### config.mk
export PLATFORM = sky130hd
export DESIGN_NAME = gradient_pixel_generator_flat
export DESIGN_NICKNAME = d
export VERILOG_FILES = /design/src/design/gpg_pkg.sv /design/src/design/gpg_ifs.sv /design/src/design/gpg_div_stage.sv /design/src/design/gradient_pixel_generator.sv /design/src/flat_wrapper.sv
export SDC_FILE = /design/constraint.sdc
export NUM_CORES = 2
export LEC_CHECK = 0
export ABC_AREA = 1
export BUFFER_PORTS_ARGS = -buffer_cell sky130_fd_sc_hd__buf_4
export CAP_MARGIN = 20
export CORE_ASPECT_RATIO = 1.25
export CORE_MARGIN = 4
export CORE_UTILIZATION = 30
export CTS_CLUSTER_SIZE = 28
export DETAILED_ROUTE_END_ITERATION = 12
export RECOVER_POWER = 100
export SYNTH_ARGS = -nofsm -noshare
export SYNTH_HDL_FRONTEND = slang
export SYNTH_SLANG_ARGS = --single-unit
### constraint.sdc
create_clock -name clk -period 8.16 [get_ports clk]
set_clock_uncertainty 0.05 [all_clocks]
set_input_delay 0 -clock clk [delete_from_list [all_inputs] [get_ports clk]]
set_output_delay 0 -clock clk [all_outputs]
set_load 0.005 [all_outputs]
### src/design/gpg_pkg.sv
// shared constants, types and helper functions of the gradient pixel generator
package gpg_pkg;

	localparam int CHAN_W     = 8;
	localparam int COLOR_W    = 24;
	localparam int LEN_W      = 12;
	localparam int PCT_W      = 7;
	localparam int MODE_W     = 2;
	localparam int CFG_IDX_W  = 3;
	localparam int CFG_DATA_W = 24;
	localparam int QUO_W      = 8;
	localparam int NUM_W      = LEN_W + CHAN_W;
	localparam int PROD_W     = 2 * CHAN_W;
	localparam int RGB_N      = 3;
	localparam int LANES      = RGB_N + 1;
	localparam int LANE_FADE  = RGB_N;

	localparam logic [CHAN_W-1:0] ALPHA_MAX = 8'hFF;

	// x / 255 for 16-bit x as a multiply by 2^23 / 255, rounded up
	localparam int DIV255_MUL   = 32897;
	localparam int DIV255_MUL_W = 17;
	localparam int DIV255_SHIFT = 23;

	// y / 100 for y below 2^15 as a multiply by 2^19 / 100, rounded up
	localparam int PCT_MUL      = 5243;
	localparam int PCT_PROD_W   = PCT_W + CHAN_W;
	localparam int PCT_MUL_W    = PCT_PROD_W + 14;
	localparam int PCT_SHIFT    = 19;
	localparam int PCT_QUO_W    = PCT_MUL_W - PCT_SHIFT;

	typedef enum logic [CFG_IDX_W-1:0] {
		REG_COLOR_FIRST   = 3'd0,
		REG_COLOR_SECOND  = 3'd1,
		REG_SPAN_LENGTH   = 3'd2,
		REG_ALPHA_PERCENT = 3'd3,
		REG_FILL_MODE     = 3'd4,
		REG_RAMP_FORWARD  = 3'd5,
		REG_AXIS_VERTICAL = 3'd6
	} cfg_reg_t;

	typedef enum logic [MODE_W-1:0] {
		MODE_FLAT  = 2'd0,
		MODE_BLEND = 2'd1,
		MODE_FADE  = 2'd2
	} fill_mode_t;

	typedef logic [CHAN_W-1:0] chan_t;

	// one word of the divider pipeline: red, green, blue and fade lanes
	typedef struct packed {
		logic [LANES-1:0][NUM_W-1:0] rem;
		logic [LANES-1:0][QUO_W-1:0] quo;
		logic                        clamped;
	} div_word_t;

	function automatic chan_t color_chan(logic [COLOR_W-1:0] color, int unsigned k);
		return color[k*CHAN_W +: CHAN_W];
	endfunction

	// floor(percent * 255 / 100), saturated
	function automatic chan_t flat_alpha(logic [PCT_W-1:0] pct);
		logic [PCT_PROD_W-1:0] v;
		logic [PCT_MUL_W-1:0]  m;
		logic [PCT_QUO_W-1:0]  q;
		v = {pct, CHAN_W'(0)} - PCT_PROD_W'(pct);
		m = PCT_MUL_W'(v) * PCT_MUL_W'(PCT_MUL);
		q = m[PCT_SHIFT +: PCT_QUO_W];
		return (q > PCT_QUO_W'(ALPHA_MAX)) ? ALPHA_MAX : q[CHAN_W-1:0];
	endfunction

	function automatic chan_t div255(logic [PROD_W-1:0] x);
		logic [PROD_W+DIV255_MUL_W-1:0] m;
		m = (PROD_W+DIV255_MUL_W)'(x) * (PROD_W+DIV255_MUL_W)'(DIV255_MUL);
		return m[DIV255_SHIFT +: CHAN_W];
	endfunction

endpackage

### src/design/gpg_ifs.sv
// handshake channels of the gradient pixel generator: coordinates, pixels, configuration
interface gpg_coord_if #(parameter int COORD_BITS = 12);
	logic                  valid;
	logic                  ready;
	logic [COORD_BITS-1:0] pos_x;
	logic [COORD_BITS-1:0] pos_y;

	modport source (output valid, pos_x, pos_y, input ready);
	modport sink (input valid, pos_x, pos_y, output ready);
endinterface

interface gpg_pixel_if;
	logic                       valid;
	logic                       ready;
	logic [gpg_pkg::CHAN_W-1:0] out_alpha;
	logic [gpg_pkg::CHAN_W-1:0] out_red;
	logic [gpg_pkg::CHAN_W-1:0] out_green;
	logic [gpg_pkg::CHAN_W-1:0] out_blue;
	logic                       pos_clamped;

	modport source (output valid, out_alpha, out_red, out_green, out_blue, pos_clamped,
		input ready);
	modport sink (input valid, out_alpha, out_red, out_green, out_blue, pos_clamped,
		output ready);
endinterface

interface gpg_cfg_if;
	logic                           valid;
	logic                           ready;
	logic [gpg_pkg::CFG_IDX_W-1:0]  index;
	logic [gpg_pkg::CFG_DATA_W-1:0] data;

	modport source (output valid, index, data, input ready);
	modport sink (input valid, index, data, output ready);
endinterface

### src/design/gpg_div_stage.sv
// one restoring-division step for all lanes: one quotient bit per stage, with its own handshake
module gpg_div_stage (
	input  logic                        clk,
	input  logic                        arst_n,
	input  logic                        feed_valid,
	output logic                        feed_ready,
	input  gpg_pkg::div_word_t          feed_word,
	input  logic [gpg_pkg::NUM_W-1:0]   divisor,
	output logic                        drain_valid,
	input  logic                        drain_ready,
	output gpg_pkg::div_word_t          drain_word
);

	logic               valid_q;
	gpg_pkg::div_word_t word_q;
	gpg_pkg::div_word_t word_d;

	always_comb begin
		word_d.clamped = feed_word.clamped;
		for (int l = 0; l < gpg_pkg::LANES; l++) begin
			if (feed_word.rem[l] >= divisor) begin
				word_d.rem[l] = feed_word.rem[l] - divisor;
				word_d.quo[l] = {feed_word.quo[l][gpg_pkg::QUO_W-2:0], 1'b1};
			end else begin
				word_d.rem[l] = feed_word.rem[l];
				word_d.quo[l] = {feed_word.quo[l][gpg_pkg::QUO_W-2:0], 1'b0};
			end
		end
	end

	assign feed_ready  = !valid_q || drain_ready;
	assign drain_valid = valid_q;
	assign drain_word  = word_q;

	always_ff @(posedge clk or negedge arst_n) begin
		if (!arst_n) begin
			valid_q <= 1'b0;
		end else if (feed_ready) begin
			valid_q <= feed_valid;
		end
	end

	always_ff @(posedge clk) begin
		if (feed_ready && feed_valid) begin
			word_q <= word_d;
		end
	end

endmodule

### src/design/gradient_pixel_generator.sv
// Linear colour gradient with premultiplied alpha. One pixel coordinate in, one ARGB pixel
// out, one pixel per clock sustained while the pixel sink is ready. Three stages pick and
// clamp the position and build the blend and fade numerators, eight stages divide by the span
// length one quotient bit each, and two stages premultiply by alpha and divide by 255.
// Every stage has its own valid bit and stalls only when the stage after it is full.
// Configuration words are taken in any cycle and must be written only while the pipeline
// is empty; the flat-mode alpha is a register fed from the percent register.
module gradient_pixel_generator #(
	parameter int COORD_BITS = 12
) (
	input logic        clk,
	input logic        arst_n,
	gpg_cfg_if.sink    cfg,
	gpg_coord_if.sink  coord,
	gpg_pixel_if.source pixel
);

	localparam int CHAN_W  = gpg_pkg::CHAN_W;
	localparam int LEN_W   = gpg_pkg::LEN_W;
	localparam int NUM_W   = gpg_pkg::NUM_W;
	localparam int QUO_W   = gpg_pkg::QUO_W;
	localparam int PROD_W  = gpg_pkg::PROD_W;
	localparam int RGB_N   = gpg_pkg::RGB_N;
	localparam int CMP_W   = (COORD_BITS > LEN_W) ? COORD_BITS : LEN_W;

	// configuration registers
	logic [gpg_pkg::COLOR_W-1:0] color_first_q;
	logic [gpg_pkg::COLOR_W-1:0] color_second_q;
	logic [LEN_W-1:0]            span_length_q;
	logic [gpg_pkg::PCT_W-1:0]   alpha_percent_q;
	logic [gpg_pkg::MODE_W-1:0]  fill_mode_q;
	logic                        ramp_forward_q;
	logic                        axis_vertical_q;
	logic [CHAN_W-1:0]           flat_alpha_q;
	logic [LEN_W-1:0]            span_len;

	assign cfg.ready = 1'b1;

	always_ff @(posedge clk or negedge arst_n) begin
		if (!arst_n) begin
			color_first_q   <= '0;
			color_second_q  <= '0;
			span_length_q   <= LEN_W'(1);
			alpha_percent_q <= gpg_pkg::PCT_W'(100);
			fill_mode_q     <= gpg_pkg::MODE_FLAT;
			ramp_forward_q  <= 1'b0;
			axis_vertical_q <= 1'b0;
			flat_alpha_q    <= gpg_pkg::ALPHA_MAX;
		end else begin
			flat_alpha_q <= gpg_pkg::flat_alpha(alpha_percent_q);
			if (cfg.valid && cfg.ready) begin
				case (gpg_pkg::cfg_reg_t'(cfg.index))
					gpg_pkg::REG_COLOR_FIRST: begin
						color_first_q <= cfg.data[gpg_pkg::COLOR_W-1:0];
					end
					gpg_pkg::REG_COLOR_SECOND: begin
						color_second_q <= cfg.data[gpg_pkg::COLOR_W-1:0];
					end
					gpg_pkg::REG_SPAN_LENGTH: begin
						span_length_q <= cfg.data[LEN_W-1:0];
					end
					gpg_pkg::REG_ALPHA_PERCENT: begin
						alpha_percent_q <= cfg.data[gpg_pkg::PCT_W-1:0];
					end
					gpg_pkg::REG_FILL_MODE: begin
						fill_mode_q <= cfg.data[gpg_pkg::MODE_W-1:0];
					end
					gpg_pkg::REG_RAMP_FORWARD: begin
						ramp_forward_q <= cfg.data[0];
					end
					gpg_pkg::REG_AXIS_VERTICAL: begin
						axis_vertical_q <= cfg.data[0];
					end
					default: begin
					end
				endcase
			end
		end
	end

	// a zero span acts as one
	assign span_len = (span_length_q == '0) ? LEN_W'(1) : span_length_q;

	// stage load enables, back to front
	logic adv_s1, adv_s2, adv_s3, adv_s4, adv_s5;
	logic v_s1, v_s2, v_s3, v_s4, v_s5;
	logic [QUO_W:0] div_valid;
	logic [QUO_W:0] div_ready;
	gpg_pkg::div_word_t div_word [QUO_W+1];
	logic [QUO_W-1:0][NUM_W-1:0] div_den;

	assign adv_s5 = !v_s5 || pixel.ready;
	assign adv_s4 = !v_s4 || adv_s5;
	assign adv_s3 = !v_s3 || div_ready[0];
	assign adv_s2 = !v_s2 || adv_s3;
	assign adv_s1 = !v_s1 || adv_s2;
	assign coord.ready = adv_s1;

	always_ff @(posedge clk or negedge arst_n) begin
		if (!arst_n) begin
			v_s1 <= 1'b0;
			v_s2 <= 1'b0;
			v_s3 <= 1'b0;
			v_s4 <= 1'b0;
			v_s5 <= 1'b0;
		end else begin
			if (adv_s1) v_s1 <= coord.valid;
			if (adv_s2) v_s2 <= v_s1;
			if (adv_s3) v_s3 <= v_s2;
			if (adv_s4) v_s4 <= div_valid[QUO_W];
			if (adv_s5) v_s5 <= v_s4;
		end
	end

	// stage 1: pick the axis, clamp to the span, form the blend weights
	logic [COORD_BITS-1:0] p_raw;
	logic [CMP_W-1:0]      p_wide;
	logic                  clamp;
	logic [LEN_W-1:0]      p_clip;
	logic [LEN_W-1:0]      w1, w2;
	logic [LEN_W-1:0]      p_s1, w1_s1, w2_s1;
	logic                  clamp_s1;

	always_comb begin
		p_raw  = axis_vertical_q ? coord.pos_y : coord.pos_x;
		p_wide = CMP_W'(p_raw);
		clamp  = p_wide > CMP_W'(span_len);
		p_clip = clamp ? span_len : p_wide[LEN_W-1:0];
		w2     = ramp_forward_q ? p_clip : span_len - p_clip;
		w1     = span_len - w2;
	end

	always_ff @(posedge clk) begin
		if (adv_s1 && coord.valid) begin
			p_s1     <= p_clip;
			w1_s1    <= w1;
			w2_s1    <= w2;
			clamp_s1 <= clamp;
		end
	end

	// stage 2: weighted colour terms and the fade numerator p * 255
	logic [RGB_N-1:0][NUM_W-1:0] prod_a_s2, prod_b_s2;
	logic [NUM_W-1:0]            fade_s2;
	logic                        clamp_s2;

	always_ff @(posedge clk) begin
		if (adv_s2 && v_s1) begin
			for (int l = 0; l < RGB_N; l++) begin
				prod_a_s2[l] <= NUM_W'(gpg_pkg::color_chan(color_first_q, l)) * NUM_W'(w1_s1);
				prod_b_s2[l] <= NUM_W'(gpg_pkg::color_chan(color_second_q, l)) * NUM_W'(w2_s1);
			end
			fade_s2  <= {p_s1, CHAN_W'(0)} - NUM_W'(p_s1);
			clamp_s2 <= clamp_s1;
		end
	end

	// stage 3: blend numerators, fade numerator passed on
	logic [gpg_pkg::LANES-1:0][NUM_W-1:0] num_s3;
	logic                                 clamp_s3;

	always_ff @(posedge clk) begin
		if (adv_s3 && v_s2) begin
			for (int l = 0; l < RGB_N; l++) begin
				num_s3[l] <= prod_a_s2[l] + prod_b_s2[l];
			end
			num_s3[gpg_pkg::LANE_FADE] <= fade_s2;
			clamp_s3 <= clamp_s2;
		end
	end

	// division by the span length, most significant quotient bit first
	assign div_valid[0]        = v_s3;
	assign div_word[0].rem     = num_s3;
	assign div_word[0].quo     = '0;
	assign div_word[0].clamped = clamp_s3;
	assign div_ready[QUO_W]    = adv_s4;

	for (genvar k = 0; k < QUO_W; k++) begin : g_div
		localparam int SH = QUO_W - 1 - k;
		assign div_den[k] = NUM_W'(span_len) << SH;

		gpg_div_stage u_stage (
			.clk         (clk),
			.arst_n      (arst_n),
			.feed_valid  (div_valid[k]),
			.feed_ready  (div_ready[k]),
			.feed_word   (div_word[k]),
			.divisor     (div_den[k]),
			.drain_valid (div_valid[k+1]),
			.drain_ready (div_ready[k+1]),
			.drain_word  (div_word[k+1])
		);
	end

	// stage 4: pick alpha and colour per mode, multiply by alpha
	logic [CHAN_W-1:0]            alpha;
	logic [CHAN_W-1:0]            fade_q;
	logic [RGB_N-1:0][CHAN_W-1:0] rgb;
	logic [CHAN_W-1:0]            alpha_s4;
	logic [RGB_N-1:0][PROD_W-1:0] prod_s4;
	logic                         clamp_s4;

	always_comb begin
		fade_q = div_word[QUO_W].quo[gpg_pkg::LANE_FADE];
		for (int l = 0; l < RGB_N; l++) begin
			rgb[l] = gpg_pkg::color_chan(color_first_q, l);
		end
		case (gpg_pkg::fill_mode_t'(fill_mode_q))
			gpg_pkg::MODE_BLEND: begin
				alpha = gpg_pkg::ALPHA_MAX;
				for (int l = 0; l < RGB_N; l++) begin
					rgb[l] = div_word[QUO_W].quo[l];
				end
			end
			gpg_pkg::MODE_FADE: begin
				alpha = ramp_forward_q ? gpg_pkg::ALPHA_MAX - fade_q : fade_q;
			end
			default: begin
				alpha = flat_alpha_q;
			end
		endcase
	end

	always_ff @(posedge clk) begin
		if (adv_s4 && div_valid[QUO_W]) begin
			alpha_s4 <= alpha;
			for (int l = 0; l < RGB_N; l++) begin
				prod_s4[l] <= PROD_W'(rgb[l]) * PROD_W'(alpha);
			end
			clamp_s4 <= div_word[QUO_W].clamped;
		end
	end

	// stage 5: divide by 255, output word
	logic [CHAN_W-1:0]            alpha_s5;
	logic [RGB_N-1:0][CHAN_W-1:0] chan_s5;
	logic                         clamp_s5;

	always_ff @(posedge clk) begin
		if (adv_s5 && v_s4) begin
			alpha_s5 <= alpha_s4;
			for (int l = 0; l < RGB_N; l++) begin
				chan_s5[l] <= gpg_pkg::div255(prod_s4[l]);
			end
			clamp_s5 <= clamp_s4;
		end
	end

	assign pixel.valid       = v_s5;
	assign pixel.out_alpha   = alpha_s5;
	assign pixel.out_red     = chan_s5[0];
	assign pixel.out_green   = chan_s5[1];
	assign pixel.out_blue    = chan_s5[2];
	assign pixel.pos_clamped = clamp_s5;

endmodule

### src/flat_wrapper.sv
// flat-port wrapper written by rule: the top's interface ports become plain ports
module gradient_pixel_generator_flat 
#(
	parameter int COORD_BITS = 12
)
  (clk, arst_n, cfg_valid, cfg_index, cfg_data, cfg_ready, coord_valid, coord_pos_x, coord_pos_y, coord_ready, pixel_valid, pixel_out_alpha, pixel_out_red, pixel_out_green, pixel_out_blue, pixel_pos_clamped, pixel_ready);
  gpg_cfg_if cfg_i ();
  gpg_coord_if #(.COORD_BITS(COORD_BITS)) coord_i ();
  gpg_pixel_if pixel_i ();
  input logic clk;
  input logic arst_n;
  input wire logic [$bits(cfg_i.valid)-1:0] cfg_valid;
  input wire logic [$bits(cfg_i.index)-1:0] cfg_index;
  input wire logic [$bits(cfg_i.data)-1:0] cfg_data;
  output wire logic [$bits(cfg_i.ready)-1:0] cfg_ready;
  input wire logic [$bits(coord_i.valid)-1:0] coord_valid;
  input wire logic [$bits(coord_i.pos_x)-1:0] coord_pos_x;
  input wire logic [$bits(coord_i.pos_y)-1:0] coord_pos_y;
  output wire logic [$bits(coord_i.ready)-1:0] coord_ready;
  output wire logic [$bits(pixel_i.valid)-1:0] pixel_valid;
  output wire logic [$bits(pixel_i.out_alpha)-1:0] pixel_out_alpha;
  output wire logic [$bits(pixel_i.out_red)-1:0] pixel_out_red;
  output wire logic [$bits(pixel_i.out_green)-1:0] pixel_out_green;
  output wire logic [$bits(pixel_i.out_blue)-1:0] pixel_out_blue;
  output wire logic [$bits(pixel_i.pos_clamped)-1:0] pixel_pos_clamped;
  input wire logic [$bits(pixel_i.ready)-1:0] pixel_ready;
  assign cfg_i.valid = cfg_valid;
  assign cfg_i.index = cfg_index;
  assign cfg_i.data = cfg_data;
  assign cfg_ready = cfg_i.ready;
  assign coord_i.valid = coord_valid;
  assign coord_i.pos_x = coord_pos_x;
  assign coord_i.pos_y = coord_pos_y;
  assign coord_ready = coord_i.ready;
  assign pixel_valid = pixel_i.valid;
  assign pixel_out_alpha = pixel_i.out_alpha;
  assign pixel_out_red = pixel_i.out_red;
  assign pixel_out_green = pixel_i.out_green;
  assign pixel_out_blue = pixel_i.out_blue;
  assign pixel_pos_clamped = pixel_i.pos_clamped;
  assign pixel_i.ready = pixel_ready;
  gradient_pixel_generator #(.COORD_BITS(COORD_BITS)) u_core (.clk(clk), .arst_n(arst_n), .cfg(cfg_i), .coord(coord_i), .pixel(pixel_i));
endmodule
Word level (Yosys, flattened, before mapping)
Cells that the tools add are included.
{"block": "word_totals", "mem_count": 0, "wordCells": 323, "romBits": 0, "register_bits": 1153, "ramBits": 0, "latch_bits": 0}
{"block": "op_classes", "bitwise": 0, "div": 0, "n_mul": 13, "n_shift": 0, "mux": 68, "eq_ne": 8, "addsub": 36, "magnitude_cmp": 34, "reduce_logical": 48}
{"operator": "20-bit 2-to-1 mux", "n": 28}
{"operator": "8-bit by 12-bit multiplier with 20-bit output", "n": 6}
{"operator": "16-bit by 16-bit multiplier with 31-bit output (second input constant)", "n": 3}
{"operator": "20-bit by 12-bit >= comparator with 1-bit output", "n": 4}
{"operator": "20-bit by 13-bit >= comparator with 1-bit output", "n": 4}
{"operator": "20-bit by 14-bit >= comparator with 1-bit output", "n": 4}
{"operator": "20-bit by 15-bit >= comparator with 1-bit output", "n": 4}
{"operator": "20-bit by 16-bit >= comparator with 1-bit output", "n": 4}
{"operator": "20-bit by 17-bit >= comparator with 1-bit output", "n": 4}
{"operator": "20-bit by 18-bit >= comparator with 1-bit output", "n": 4}
{"operator": "20-bit by 19-bit >= comparator with 1-bit output", "n": 4}
{"operator": "20-bit by 13-bit subtractor with 20-bit output", "n": 4}
{"operator": "20-bit by 14-bit subtractor with 20-bit output", "n": 4}
{"operator": "20-bit by 15-bit subtractor with 20-bit output", "n": 4}
{"operator": "20-bit by 16-bit subtractor with 20-bit output", "n": 4}
{"operator": "20-bit by 17-bit subtractor with 20-bit output", "n": 4}
{"operator": "20-bit by 18-bit subtractor with 20-bit output", "n": 4}
{"operator": "20-bit by 19-bit subtractor with 20-bit output", "n": 4}
{"operator": "20-bit adder", "n": 3}
{"operator": "8-bit by 8-bit multiplier with 16-bit output", "n": 3}
{"operator": "12-bit 2-to-1 mux", "n": 4}
{"operator": "1-bit 2-to-1 mux", "n": 32}
{"operator": "15-bit by 13-bit multiplier with 28-bit output (second input constant)", "n": 1}
{"operator": "24-bit 2-to-1 mux", "n": 1}
{"operator": "19 further kinds", "n": 66}

Longest topological paths before layout
{"block": "logic_depth", "depth_word": 15, "mapped_depth": 37, "mapped_depth_nobuf": 36}

Cells and area by module
From an unflattened synthesis, not the netlist that was laid out.
{"block": "hier_totals", "cells_unflattened": 16950, "area_unflattened_um2": 129907.1}
{"module": "gradient_pixel_generator", "area_each_um2": 51854.7, "seq_area_each_um2": 12597.1, "instances": 1, "cells_each": 5988}
{"module": "gpg_div_stage at u_core.g_div[2].u_stage ...", "area_each_um2": 9854.5, "seq_area_each_um2": 3418.3, "instances": 3, "cells_each": 1377}
{"module": "gpg_div_stage at u_core.g_div[5].u_stage", "area_each_um2": 9823.2, "seq_area_each_um2": 3418.3, "instances": 1, "cells_each": 1369}
{"module": "gpg_div_stage at u_core.g_div[1].u_stage", "area_each_um2": 9713.1, "seq_area_each_um2": 3418.3, "instances": 1, "cells_each": 1362}
{"module": "gpg_div_stage at u_core.g_div[0].u_stage", "area_each_um2": 9689.3, "seq_area_each_um2": 3418.3, "instances": 1, "cells_each": 1371}
{"module": "gpg_div_stage at u_core.g_div[6].u_stage", "area_each_um2": 9638.0, "seq_area_each_um2": 3418.3, "instances": 1, "cells_each": 1366}
{"module": "gpg_div_stage at u_core.g_div[7].u_stage", "area_each_um2": 9625.5, "seq_area_each_um2": 3418.3, "instances": 1, "cells_each": 1363}

Least setup slack after synthesis
No wires, ideal clock.
{"block": "synth_timing", "kind": "reg-to-reg", "startpoint": "reg u_core.v_s5, in the netlist u_core.pixel.valid", "endpoint": "reg u_core.clamp_s2 (enable)", "path_buffers": 0, "required_time_ns": 7.464, "setup_time_ns": 0.646, "arrival_time_ns": 6.959, "stages_incl_launch_ff": 12, "path_slack_ns": 0.505, "period_less_slack_ns": 7.655, "path_cell_list": "dfrtp_1 inv_1 nor2_2 nand3_1 nor2_1 inv_1 nor2_4 nand4_4 nor2_4 nand3_2 nor2_2 nor2_1"}
{"block": "synth_via", "elab_chain_cells": 14}
{"element": "start: declaration", "line_no": "gradient_pixel_generator.sv:86", "text": "logic v_s1, v_s2, v_s3, v_s4, v_s5;"}
{"element": "start signal: assignment", "line_no": "gradient_pixel_generator.sv:111", "text": "if (adv_s5) v_s5 <= v_s4;"}
{"element": "1-bit logical NOT", "line_no": "gradient_pixel_generator.sv:92", "text": "assign adv_s5 = !v_s5 || pixel.ready;"}
{"element": "1-bit logical OR", "line_no": "gradient_pixel_generator.sv:92"}
{"element": "1-bit logical OR", "line_no": "gradient_pixel_generator.sv:93", "text": "assign adv_s4 = !v_s4 || adv_s5;"}
{"element": "1-bit logical OR (8 in series)", "line_no": "gpg_div_stage.sv:31", "text": "assign feed_ready = !valid_q || drain_ready;"}
{"element": "1-bit logical OR", "line_no": "gradient_pixel_generator.sv:94", "text": "assign adv_s3 = !v_s3 || div_ready[0];"}
{"element": "1-bit logical OR", "line_no": "gradient_pixel_generator.sv:95", "text": "assign adv_s2 = !v_s2 || adv_s3;"}
{"element": "1-bit logical AND", "line_no": "gradient_pixel_generator.sv:148", "text": "if (adv_s2 && v_s1) begin"}
{"element": "end signal: assignment", "line_no": "gradient_pixel_generator.sv:154", "text": "clamp_s2 <= clamp_s1;"}
{"element": "end: declaration", "line_no": "gradient_pixel_generator.sv:145", "text": "logic clamp_s2;"}
No other way between the ends.
A chain may end at the register's enable or synchronous reset.

Worst setup path in the final report
{"block": "layout_timing", "startpoint": "reg u_core.fill_mode_q[0] in the netlist's numbering", "endpoint": "reg u_core.prod_s4[31] in the netlist's numbering (data pin)"}
{"block": "layout_via", "elab_chain_cells": 3, "elab_cells_between_ends": 5, "classes_between": "mul (1); eq/ne (2); mux (2)"}
{"element": "start: declaration", "line_no": "gradient_pixel_generator.sv:31", "text": "logic [gpg_pkg::MODE_W-1:0] fill_mode_q;"}
{"element": "start signal: assignment", "line_no": "gradient_pixel_generator.sv:45", "text": "fill_mode_q <= gpg_pkg::MODE_FLAT;"}
{"element": "start signal: assignment", "line_no": "gradient_pixel_generator.sv:66", "text": "fill_mode_q <= cfg.data[gpg_pkg::MODE_W-1:0];"}
{"element": "2-bit equality test or 2-bit by 1-bit equality test with 1-bit output (tied branches)", "line_no": "gradient_pixel_generator.sv:209", "text": "case (gpg_pkg::fill_mode_t'(fill_mode_q))"}
{"element": "8-bit case mux with 2 select lines (*)", "line_no": "gradient_pixel_generator.sv:209"}
{"element": "named net u_core.alpha[3]", "line_no": "gradient_pixel_generator.sv:197", "text": "logic [CHAN_W-1:0] alpha;"}
{"element": "8-bit by 8-bit multiplier with 16-bit output (*)", "line_no": "gradient_pixel_generator.sv:229", "text": "prod_s4[l] <= PROD_W'(rgb[l]) * PROD_W'(alpha);"}
{"element": "end signal: indexed assignment", "line_no": "gradient_pixel_generator.sv:229"}
{"element": "end: declaration", "line_no": "gradient_pixel_generator.sv:201", "text": "logic [RGB_N-1:0][PROD_W-1:0] prod_s4;"}
Mark *: on every way through the listed nets, which the timed path passes. The rest lies on a longest branch.

==> metrics.txt <==
most frequent cells in the layout=2589 x nand2_1, 1836 x inv_1, 1123 x ha_1; maximum root-to-sink buffer count=4; Simple-Gate Fraction of Synth Area=17.1%; Die Ht=649 µm; Worst Hold Margin=0.0191 ns; IO Pins=just over 90; FF+latch count, synth=~1200; area occupied by registers=34200 µm²; pins over their slew limit=1130; Hold Fails Final Rpt=0; Clock Latency Late Sink=0.83 ns; Die Area=338000 µm²; largest net degree at the start of global routing=around 110; non-filler instance count after layout=15800; Core ar.=approximately 330000 µm²; post-DP HPWL=190000 µm; TritonCTS clock tree=built; Post-Synth XOR/XNOR Area=4.78%; Initial Util=30.1%; vias in the first global route=75600; synthesized area=98600 µm²; Req. time, crit path=8.64 ns; Layout area overhead=10.6%; top_reg_cell synth=edfxtp_1; Post-Syn Instances=11200; Max Clk Rate=141 MHz; startpoint class of the critical path=flop; Max-slew headroom=-285%; row count=around 240; failing checks=capacitance limit, slew limit; clock root cell=clkbuf_16; antenna-violating nets left=0; Worst-path clk slew=0.06 ns; total track usage=14.4%; number of synthesized flops with an enable pin=1061; crit end category=flop; post-CTS setup buffer count=0; unrepaired setup endpoints after global routing=false; Tmin final=7.12 ns; final setup vio count=0; total detailed-routing wirelength=244000 µm; first-pass GRT wire length=397000 µm; CP arrival=7.59 ns; YS warnings=0; H-tree levels=4; Buffers on Ports=90; mux share of post-synthesis cell area=0.103%; min-delay worst type=input port to flop; WL/cell=15.4 µm; outcome=finished with violations; fraction of registers with async set/reset=7.98%; Post-Syn Area per Cell=about 9 µm²; critical path class=flop to flop; Post-Syn Nets=12900; MaxCap Viol Count=23; fillcell total=34100; CTS Buf Count=~150; nets=around 13000; Inst Count DP=15500; # clock sinks=roughly 1200; total grt overflow=0; DRT Pass-1 Iters=6; routability cong.=0.879; setup_tns=0 ns; vias=roughly 74000; die width=521 µm; register area share after synthesis=34.7%; CP max FO=48; footprint of the multi-input gates=56000 µm²; most common cell after layout, fill and taps aside=nand2_1; Tcrit/Tclk final=87.2%; share of cells above drive strength 1=3.90%; largest family of logic cells by synthesized area=adder cells; initial antenna violation count=13; Synth Area in Adders=between 20% and 30%; DRC viols=0; Via density=4.67; compound-gate portion of the synthesized area=under 10%; Synth cell types=78; first-iteration detailed-routing DRC count=around 4400; final core occ=around 33%; actual slew at the worst max-slew pin=5.77 ns
-- cell usage after synthesis (18+ instances only) --
cell	count	share of area (%)
fa_1	567	12
a21oi_1	617	3.1
o21ai_2	49	0.44
o21bai_1	30	0.23
inv_2	22	0.084
edfxtp_1	1061	32
o21ai_0	539	2.7
nand4_1	132	0.84
a211oi_1	19	0.14
o21ai_1	104	0.53
o21a_1	33	0.25
nor4_1	57	0.36
nand3b_1	31	0.24
ha_1	1123	14
nand2_2	29	0.18
xnor2_1	216	1.9
xor2_1	317	2.8
nor3_1	132	0.67
buf_2	42	0.21
dfrtp_1	80	2.0
nand3_1	358	1.8
a21o_1	90	0.69
a21boi_0	18	0.14
inv_1	1835	7.0
nand2_1	2568	9.8
nor2_1	632	2.4
a31oi_1	72	0.46
clkbuf_1	134	0.51
nand3_2	18	0.18
or2_2	51	0.32
-- state kept, by name (all words and copies together), names as in the netlist, 7 cells and up --
name and count:
u_core.g_div.u_stage.drain_word 712, u_core.div_word 80, u_core.prod_a_s2 60, u_core.prod_b_s2 60, u_core.prod_s4 48, u_core.color_first_q 24
u_core.color_second_q 24, u_core.fade_s2 20, u_core.p_s1 12, u_core.span_length_q 12, u_core.w1_s1 12, u_core.w2_s1 12
u_core.alpha_s4 8, u_core.flat_alpha_q 8, u_core.g_div.u_stage.drain_valid 8, u_core.pixel.out_alpha 8, u_core.pixel.out_blue 8, u_core.pixel.out_green 8
u_core.pixel.out_red 8, u_core.alpha_percent_q 7
-- critical path: stages, from the launching register on --
cell and delay (ns):
dfrtp_1 0.39, ha_1 0.67, nor2_1 0.56, o21ai_0 0.19
o21ai_2 0.09, clkbuf_1 0.81, clkinv_1 0.53, nand2_1 0.20
fa_1 0.48, fa_1 0.55, inv_1 0.05, fa_1 0.47
inv_1 0.05, fa_1 0.47, inv_1 0.04, ha_1 0.19
a21o_1 0.19, a21boi_0 0.15, o21ai_0 0.17, a31oi_1 0.28
o21ai_0 0.13, nand2_1 0.07, nand2_1 0.05
-- area by class of cell --
cell class,instances,share of cell area [%]
Tap cell,4384,5.03
Clock inverter,83,0.664
Sequential cell,1153,31.3
Timing Repair Buffer,242,1.63
Inverter,1862,6.42
Antenna cell,2,0.00459
Clock buffer,173,3.55
Multi-Input combinational cell,7931,51.4
-- metrics by stage --
step	setup WS, ns	area (µm²)
global placement	1.72	104000
finish	1.04	109000
global route	0.497	109000
detailed placement	1.75	104000
floorplan	0.505	98600
CTS	1.64	110000
-- routing by layer --
metal	vias up	track usage [%]	wire, µm
met1	35000	18.4	108000
met3	380	1.65	9850
met4	4	4.27	7290
li1	37200	-	-
met5	-	0	16
met2	1365	25.4	119000
-- path summary, 6_finish.rpt --
kind	depth (start not counted)	startpoint	to	slack (ns)
setup / recovery	22	u_core.fill_mode_q[0]	u_core.prod_s4[31]	1.04
setup reg to reg	22	u_core.fill_mode_q[0]	u_core.prod_s4[31]	1.04
min in group asynchronous	3	arst_n	u_core.span_length_q[0]	0.54
hold / removal	3	cfg_data[0]	u_core.alpha_percent_q[0]	0.02
hold reg to reg	0	u_core.g_div[1].u_stage.drain_word[10]	u_core.g_div[2].u_stage.drain_word[11]	0.31
max in group asynchronous	4	arst_n	u_core.span_length_q[1]	3.75
-- cells by family (layout without fill, tap and decap cells) --
| group | after synthesis | count (layout) |
|---|---|---|
| AND/OR/NAND/NOR | 4043 | 4043 |
| buffers and inverters | 2070 | 2360 |
| adder cells (fa/ha/maj) | 1690 | 1690 |
| AO/OA/AOI/OAI | 1652 | 1652 |
| flip-flops | 1153 | 1153 |
| XOR/XNOR | 535 | 535 |
| multiplexers | 10 | 10 |
| other | 1 | 3 |
-- what timing repair did --
| action | 4_1_cts | 5_1_grt |
|---|---|---|
| resized for setup | 0 | 0 |
| hold endpoints to repair | 208 | 0 |
| hold buffers | 70 | 0 |
Power is left out: the tool's default activity adds up to more than one toggle a clock period on the data nets, which glitch-free logic cannot reach.
